--- src/rtl/lkvc_pkg.sv ---
package lkvc_pkg;

    localparam int KEY_W = 32;
    localparam int VAL_W = 32;
    localparam int CAP_W = 5;

    localparam logic [CAP_W-1:0] CAP_RESET = 5'd16;

    localparam logic CMD_GET = 1'b0;
    localparam logic CMD_SET = 1'b1;

    // read value returned on a miss
    localparam logic [VAL_W-1:0] MISS_VALUE = {VAL_W{1'b1}};

    typedef enum logic [3:0] {
        ST_IDLE   = 4'b0001,
        ST_SCAN   = 4'b0010,
        ST_DRAIN  = 4'b0100,
        ST_UPDATE = 4'b1000
    } state_t;

endpackage

--- src/rtl/lru_key_value_cache_unit.sv ---
// channel   | transfer when              | signals
// ----------+----------------------------+------------------------------------
// request   | start && !busy             | cmd, lookup_key, store_value
// result    | done (one cycle, no stall) | hit, read_value
// capacity  | capacity_we                | capacity_wdata
//
// every request runs from one accepted start to the next as a scan with one key
// compare per cycle over the single read port of the key store, then a drain
// step and an update step for ranks, valid bits and stores.
// a get raises done in the cycle right after the update; a set gives no done.
// rst_n clears valid bits, ranks and the entry count at once; key and value
// stores are not cleared. the receiver cannot stall results.
module lru_key_value_cache_unit #(
    parameter int MAX_ENTRIES = 16
) (
    input  logic                              clk,
    input  logic                              rst_n,
    input  logic                              start,
    output logic                              busy,
    input  logic                              cmd,
    input  logic signed [lkvc_pkg::KEY_W-1:0] lookup_key,
    input  logic signed [lkvc_pkg::VAL_W-1:0] store_value,
    output logic                              done,
    output logic                              hit,
    output logic signed [lkvc_pkg::VAL_W-1:0] read_value,
    input  logic                              capacity_we,
    input  logic        [lkvc_pkg::CAP_W-1:0] capacity_wdata
);

    // entry index, rank and count widths
    localparam int IW   = (MAX_ENTRIES > 1) ? $clog2(MAX_ENTRIES) : 1;
    localparam int RW   = IW;
    localparam int CW   = $clog2(MAX_ENTRIES + 1);
    localparam int CMPW = ((CW > lkvc_pkg::CAP_W) ? CW : lkvc_pkg::CAP_W) + 1;

    lkvc_pkg::state_t state_reg, state_next;

    logic [lkvc_pkg::CAP_W-1:0] capacity_reg;

    // latched request
    logic                      cmd_reg;
    logic [lkvc_pkg::KEY_W-1:0] key_reg;
    logic [lkvc_pkg::VAL_W-1:0] val_in_reg;

    // key / value stores, one read port each, registered read
    logic [lkvc_pkg::KEY_W-1:0] key_mem [MAX_ENTRIES];
    logic [lkvc_pkg::VAL_W-1:0] val_mem [MAX_ENTRIES];
    logic [lkvc_pkg::KEY_W-1:0] key_rd_reg;
    logic [lkvc_pkg::VAL_W-1:0] val_rd_reg;

    // per entry state in flops
    logic [MAX_ENTRIES-1:0] valid_reg, valid_next;
    logic [RW-1:0]          rank_reg  [MAX_ENTRIES];
    logic [RW-1:0]          rank_next [MAX_ENTRIES];
    logic [CW-1:0]          count_reg, count_next;

    // scan sequencer
    logic [IW-1:0] scan_idx_reg;
    logic [IW-1:0] cmp_idx_reg;
    logic          cmp_vld_reg;

    // scan results
    logic                      found_reg;
    logic [IW-1:0]             hit_idx_reg;
    logic [RW-1:0]             hit_rank_reg;
    logic [lkvc_pkg::VAL_W-1:0] hit_val_reg;
    logic                      free_found_reg;
    logic [IW-1:0]             free_idx_reg;
    logic [IW-1:0]             old_idx_reg;

    // result registers
    logic                      done_reg;
    logic                      hit_reg;
    logic [lkvc_pkg::VAL_W-1:0] read_value_reg;

    logic          accept;
    logic          scan_last;
    logic          cmp_valid_entry;
    logic          key_match;
    logic          is_oldest;
    logic [CW:0]   rank_plus_one;
    logic [CMPW-1:0] cap_sat;
    logic          need_evict;
    logic          do_touch;
    logic          do_ins;
    logic          do_evict;
    logic          wr_key;
    logic          wr_val;
    logic [IW-1:0] slot_idx;
    logic [IW-1:0] wr_idx;

    assign accept    = start && (state_reg == lkvc_pkg::ST_IDLE);
    assign scan_last = (scan_idx_reg == IW'(MAX_ENTRIES - 1));

    // shared compare unit: one stored entry per cycle
    assign cmp_valid_entry = cmp_vld_reg && valid_reg[cmp_idx_reg];
    assign key_match       = cmp_valid_entry && (key_rd_reg == key_reg);
    assign rank_plus_one   = (CW + 1)'(rank_reg[cmp_idx_reg]) + (CW + 1)'(1);
    assign is_oldest       = cmp_valid_entry && (rank_plus_one == (CW + 1)'(count_reg));

    // capacity saturates at the store depth
    assign cap_sat = (CMPW'(capacity_reg) > CMPW'(MAX_ENTRIES)) ?
                     CMPW'(MAX_ENTRIES) : CMPW'(capacity_reg);
    assign need_evict = (CMPW'(count_reg) + CMPW'(1)) > cap_sat;

    assign do_touch = (cmd_reg == lkvc_pkg::CMD_GET) && found_reg;
    // insert of a new key, dropped when nothing may be kept
    assign do_ins   = (cmd_reg == lkvc_pkg::CMD_SET) && !found_reg &&
                      !(need_evict && (count_reg == '0));
    assign do_evict = do_ins && need_evict;

    // first free slot once the oldest entry is gone
    assign slot_idx = (do_evict && (!free_found_reg || (old_idx_reg < free_idx_reg))) ?
                      old_idx_reg : free_idx_reg;

    assign wr_key = (state_reg == lkvc_pkg::ST_UPDATE) && do_ins;
    assign wr_val = (state_reg == lkvc_pkg::ST_UPDATE) &&
                    (do_ins || ((cmd_reg == lkvc_pkg::CMD_SET) && found_reg));
    assign wr_idx = do_ins ? slot_idx : hit_idx_reg;

    // sequencer
    always_comb
    begin
        state_next = state_reg;
        unique case (state_reg)
            lkvc_pkg::ST_IDLE:
            begin
                if (start)
                begin
                    state_next = lkvc_pkg::ST_SCAN;
                end
            end
            lkvc_pkg::ST_SCAN:
            begin
                if (scan_last)
                begin
                    state_next = lkvc_pkg::ST_DRAIN;
                end
            end
            lkvc_pkg::ST_DRAIN:
            begin
                state_next = lkvc_pkg::ST_UPDATE;
            end
            lkvc_pkg::ST_UPDATE:
            begin
                state_next = lkvc_pkg::ST_IDLE;
            end
            default:
            begin
                state_next = lkvc_pkg::ST_IDLE;
            end
        endcase
    end

    // rank, valid and count update, each entry on its own
    always_comb
    begin
        valid_next = valid_reg;
        count_next = count_reg;
        for (int j = 0; j < MAX_ENTRIES; j++)
        begin
            rank_next[j] = rank_reg[j];
        end
        if (state_reg == lkvc_pkg::ST_UPDATE)
        begin
            if (do_touch)
            begin
                for (int j = 0; j < MAX_ENTRIES; j++)
                begin
                    if (IW'(j) == hit_idx_reg)
                    begin
                        rank_next[j] = '0;
                    end
                    else if (valid_reg[j] && (rank_reg[j] < hit_rank_reg))
                    begin
                        rank_next[j] = rank_reg[j] + RW'(1);
                    end
                end
            end
            else if (do_ins)
            begin
                for (int j = 0; j < MAX_ENTRIES; j++)
                begin
                    priority if (IW'(j) == slot_idx)
                    begin
                        valid_next[j] = 1'b1;
                        rank_next[j]  = '0;
                    end
                    else if (do_evict && (IW'(j) == old_idx_reg))
                    begin
                        valid_next[j] = 1'b0;
                        rank_next[j]  = '0;
                    end
                    else if (valid_reg[j])
                    begin
                        rank_next[j] = rank_reg[j] + RW'(1);
                    end
                end
                count_next = do_evict ? count_reg : (count_reg + CW'(1));
            end
        end
    end

    // control state
    always_ff @(posedge clk or negedge rst_n)
    begin
        if (!rst_n)
        begin
            state_reg      <= lkvc_pkg::ST_IDLE;
            capacity_reg   <= lkvc_pkg::CAP_RESET;
            valid_reg      <= '0;
            count_reg      <= '0;
            scan_idx_reg   <= '0;
            cmp_vld_reg    <= 1'b0;
            found_reg      <= 1'b0;
            free_found_reg <= 1'b0;
            done_reg       <= 1'b0;
            for (int j = 0; j < MAX_ENTRIES; j++)
            begin
                rank_reg[j] <= '0;
            end
        end
        else
        begin
            state_reg   <= state_next;
            valid_reg   <= valid_next;
            count_reg   <= count_next;
            cmp_vld_reg <= (state_reg == lkvc_pkg::ST_SCAN);
            for (int j = 0; j < MAX_ENTRIES; j++)
            begin
                rank_reg[j] <= rank_next[j];
            end
            if (capacity_we)
            begin
                capacity_reg <= capacity_wdata;
            end
            if (accept)
            begin
                scan_idx_reg   <= '0;
                found_reg      <= 1'b0;
                free_found_reg <= 1'b0;
            end
            else if (state_reg == lkvc_pkg::ST_SCAN)
            begin
                scan_idx_reg <= scan_idx_reg + IW'(1);
            end
            // first match and first free slot win
            if (key_match && !found_reg)
            begin
                found_reg <= 1'b1;
            end
            if (cmp_vld_reg && !valid_reg[cmp_idx_reg] && !free_found_reg)
            begin
                free_found_reg <= 1'b1;
            end
            done_reg <= (state_reg == lkvc_pkg::ST_UPDATE) && (cmd_reg == lkvc_pkg::CMD_GET);
        end
    end

    // payload registers
    always_ff @(posedge clk)
    begin
        if (accept)
        begin
            cmd_reg    <= cmd;
            key_reg    <= lookup_key;
            val_in_reg <= store_value;
        end
        cmp_idx_reg <= scan_idx_reg;
        if (key_match && !found_reg)
        begin
            hit_idx_reg  <= cmp_idx_reg;
            hit_rank_reg <= rank_reg[cmp_idx_reg];
            hit_val_reg  <= val_rd_reg;
        end
        if (cmp_vld_reg && !valid_reg[cmp_idx_reg] && !free_found_reg)
        begin
            free_idx_reg <= cmp_idx_reg;
        end
        if (is_oldest)
        begin
            old_idx_reg <= cmp_idx_reg;
        end
        if (state_reg == lkvc_pkg::ST_UPDATE)
        begin
            hit_reg        <= found_reg;
            read_value_reg <= found_reg ? hit_val_reg : lkvc_pkg::MISS_VALUE;
        end
    end

    // key and value stores
    always_ff @(posedge clk)
    begin
        if (wr_key)
        begin
            key_mem[wr_idx] <= key_reg;
        end
        if (state_reg == lkvc_pkg::ST_SCAN)
        begin
            key_rd_reg <= key_mem[scan_idx_reg];
        end
    end

    always_ff @(posedge clk)
    begin
        if (wr_val)
        begin
            val_mem[wr_idx] <= val_in_reg;
        end
        if (state_reg == lkvc_pkg::ST_SCAN)
        begin
            val_rd_reg <= val_mem[scan_idx_reg];
        end
    end

    assign busy       = (state_reg != lkvc_pkg::ST_IDLE);
    assign done       = done_reg;
    assign hit        = hit_reg;
    assign read_value = read_value_reg;

`ifndef ASSERT_OFF
    // entry count tracks the valid bits
    a_count_matches_valid: assert property (@(posedge clk) disable iff (!rst_n)
        $countones(valid_reg) == 32'(count_reg))
        else $error("entry count differs from number of valid entries");

    a_count_bound: assert property (@(posedge clk) disable iff (!rst_n)
        32'(count_reg) <= MAX_ENTRIES)
        else $error("entry count above store depth");

    // results only come out of the update step
    a_done_after_update: assert property (@(posedge clk) disable iff (!rst_n)
        done |-> $past(state_reg == lkvc_pkg::ST_UPDATE))
        else $error("result strobe without update step");

    a_miss_value: assert property (@(posedge clk) disable iff (!rst_n)
        (done && !hit) |-> (read_value == lkvc_pkg::MISS_VALUE))
        else $error("miss result without all-ones value");

    a_busy_after_accept: assert property (@(posedge clk) disable iff (!rst_n)
        (start && !busy) |=> busy)
        else $error("not busy after accepted request");
`endif

endmodule

--- config.mk ---
export PLATFORM = sky130hd
export DESIGN_NAME = lru_key_value_cache_unit
export DESIGN_NICKNAME = d
export VERILOG_FILES = /design/src/rtl/lkvc_pkg.sv /design/src/rtl/lru_key_value_cache_unit.sv
export SDC_FILE = /design/constraint.sdc
export NUM_CORES = 2
export LEC_CHECK = 0
export BUFFER_PORTS_ARGS = -buffer_cell sky130_fd_sc_hd__buf_2
export CORE_MARGIN = 1.5
export CORE_UTILIZATION = 35
export DETAILED_ROUTE_END_ITERATION = 10
export GPL_TIMING_DRIVEN = 0
export PLACE_DENSITY = 0.48
export SYNTH_ARGS = -nofsm -noshare
export SYNTH_HDL_FRONTEND = slang
export SYNTH_SLANG_ARGS = --single-unit
--- constraint.sdc ---
create_clock -name clk -period 9.3 [get_ports clk]
set_input_delay 0.465 -clock clk [delete_from_list [all_inputs] [get_ports clk]]
set_output_delay 0.465 -clock clk [all_outputs]
set_load 0.02 [all_outputs]
==> results by group <==
Die
  – Initial Utilization: 0.352
  – I/O Pins: 109
  – Die footprint: around 0.16 mm²
  – Core area: 0.152 mm²
  – Vert. Die Dim: 394 µm
  – Row count: ~140
  – Chip Width: approximately 390 µm

Drt
  – Drt drc: 0
  – WL/cell: 27.8 µm
  – WL final: 144000 µm
  – Routed Antenna Nets: 0
  – DR vias: 27500
  – DR pass1 iterations: 5
  – Via density: 5.31
  – Drt initial violations: between 2000 and 3000

Clock network
  – Post-CTS Hold Fix Bufs: 77
  – CTS buffer count: 149
  – CTS Sinks: roughly 1300
  – TritonCTS clock tree: done
  – Clock Path Buffers: 3
  – Worst-path clk slew: 60 ps
  – Root Buffer: clkbuf_16
  – H-tree levels: 4
  – Post CTS Setup Buffer Count: 0
  – Clk_lat worst skew: 780 ps
  – Post-CTS sizing: 0

Yosys
  – Syn nets: 2791
  – Synth Cell Area: 0.0534 mm²
  – Primary FF master, synth: edfxtp_1
  – Yosys warns: 0
  – Area leader, netlist: edfxtp_1
  – EDFF count, synth: between 1000 and 1500
  – Seq/Total Area, Yosys: 0.743
  – Top cells by count, synth: edfxtp_1, mux4_2, dfrtp_1
  – Syn Inst Count: ~2600
  – Synth cell types: 77
  – #FFs+latches synth: between 1000 and 1500
  – Synth top area share: 0.693
  – Most numerous cell in the Yosys netlist: edfxtp_1
  – Mapped Avg Cell Area: around 20 µm²
  – Synth async-reset ratio: 0.0761
  – Synth area leaders: edfxtp_1, mux4_2, dfrtp_1

Worst setup path
  – Setup CP Type: flop to flop
  – Reg2reg start: count_reg[0]
  – Worst reg2reg path depth: 14
  – R2R setup slack: 3770 ps
  – Critical path capture point type: flop
  – Worst EP arrival: approximately 6000 ps
  – CP endpoint: val_mem[3][19]
  – CP max FO: 19
  – RR Endpoint: val_mem[3][19]
  – Setup crit start: count_reg[0]
  – Startpoint types: flop
  – Worst endpoint required time: just under 10000 ps

Layout
  – Layout Nets: 3196
  – Filler cells: 13500
  – Inserted Diodes: 0
  – Area grow syn2layout: 18.5%
  – Multi-input logic area: between 0.01 and 0.015 mm²
  – Final Instance Area: 0.0633 mm²
  – FF/Latch Area: roughly 0.04 mm²
  – Utilization of the core after routing: 0.417
  – Layout cell share with drive strength beyond 1: 0.258

Power and ir drop
  – LEAKAGE: ~21 nW
  – Cell Pwr Density: 242 mW/mm²
  – VDD IR-drop max: 0.000184 V

Worst hold path
  – Worst hold-check path type: input pin to asynchronous set/reset pin

Global route
  – Total track usage: 0.186
  – First-pass GRT wire length: 207000 µm
  – Vias in the first global route: 29200
  – GRT overflow: 0
  – Largest net degree at the start of global routing: 68
  – Antenna violations before repair: 0

Run
  – Max-cap violations: 0

Outcome
  – Status: complete, no violations

STA
  – Rel. slew slack: 0.135
  – Final setup margin: 3770 ps
  – WHS: 229 ps
  – Worst slew pin tran: roughly 1300 ps
  – Final period util: 0.595
  – Final Hold Viols: 0
  – RSZ-0062 raised after global routing: no
  – Final setup TNS: 0 ps
  – FMAX: 181 MHz
  – Slew Limit Fails: 0
  – Layout Skew: 27.5 ps
  – Final setup viols: 0
  – Final min period: roughly 5500 ps

Place
  – Dpl ws: 3750 ps
  – DP Wirelength: between 90000 and 100000 µm
  – Post-placement cell area: 0.0579 mm²
  – GPL Wtd Cong: 0.886
  – IO buf count: roughly 110
[per-stage QoR]
stage | power (mW) | cells
floorplan | 8.80 | 2641
global placement | 9.66 | 4779
detailed placement | 9.72 | 4848
CTS | 15.5 | 5185
global route | 15.8 | 5185
finish | 15.3 | 5185
[per-layer routing]
| metal | wire length [µm] | GRT usage |
|---|---|---|
| met3 | 6640 | 0.0292 |
| met1 | 61400 | 0.249 |
| met2 | 72700 | 0.316 |
| met4 | 3300 | 0.0504 |
| met5 | 0 | 0 |
[cell type report]
cell class | instances | share of cell area
buffer | 105 | 0.00684
clock buffer | 187 | 0.0615
clock inverter | 73 | 0.0127
inverter | 60 | 0.00364
multi-input combinational | 1136 | 0.211
sequential | 1340 | 0.627
tap | 2030 | 0.0401
timing repair buffer | 254 | 0.0376
[cell usage in the layout, fill, tap and decap left out, types with 27 or more instances in the layout]
master / instances
nand2b_1: 50
nor2_1: 52
dlygate4sd3_1: 77
buf_12: 29
dfrtp_1: 100
nand2_1: 76
xor2_1: 35
a21oi_1: 46
clkbuf_16: 150
ha_1: 76
inv_1: 58
clkbuf_1: 100
mux4_2: 341
nand3_1: 43
edfxtp_1: 1234
buf_2: 120
o21ai_0: 92
nor2_4: 29
clkinv_1: 27
[worst min path at each step]
stage | startpoint | endpoint | slack [ps] | depth (start not counted)
3_3_place_gp | scan_idx_reg[2] | cmp_idx_reg[2] | 370 | 0
4_1_cts | rst_n | capacity_reg[1] | 180 | 2
2_1_floorplan | rst_n | capacity_reg[0] | 170 | 0
5_1_grt | rst_n | capacity_reg[1] | 240 | 2
3_5_place_dp | scan_idx_reg[2] | cmp_idx_reg[2] | 360 | 0
6_report | rst_n | capacity_reg[0] | 230 | 2
[cell families (layout without fill, tap and decap cells)]
| family | after synthesis | in the layout | synth area share |
|---|---|---|---|
| compound gates | 314 | 314 | 0.0397 |
| xor+xnor | 46 | 46 | 0.00754 |
| fa+ha+maj | 76 | 76 | 0.0178 |
| buf+inv | 165 | 679 | 0.0123 |
| flops | 1340 | 1340 | 0.743 |
| mux | 357 | 357 | 0.147 |
| simple gates | 343 | 343 | 0.0332 |
[power by group]
part           switching (mW)  total [mW]  internal [mW]
combinational            1.21        2.24           1.03
clock                    2.42        5.74           3.32
sequential              0.287        7.32           7.03
total                    3.91        15.3           11.4
[worst max-delay path: stages (launching register included)]
cell	delay, ps
dfrtp_1	490
ha_1	270
nand3_1	140
xnor2_1	170
ha_1	300
and3_1	170
o21ai_0	100
a31oi_1	260
a21oi_1	490
clkbuf_1	450
nor2_1	70
a31oi_1	590
nand3_1	480
nor2_4	890
buf_12	290
Power figures use the tool's default switching activity.
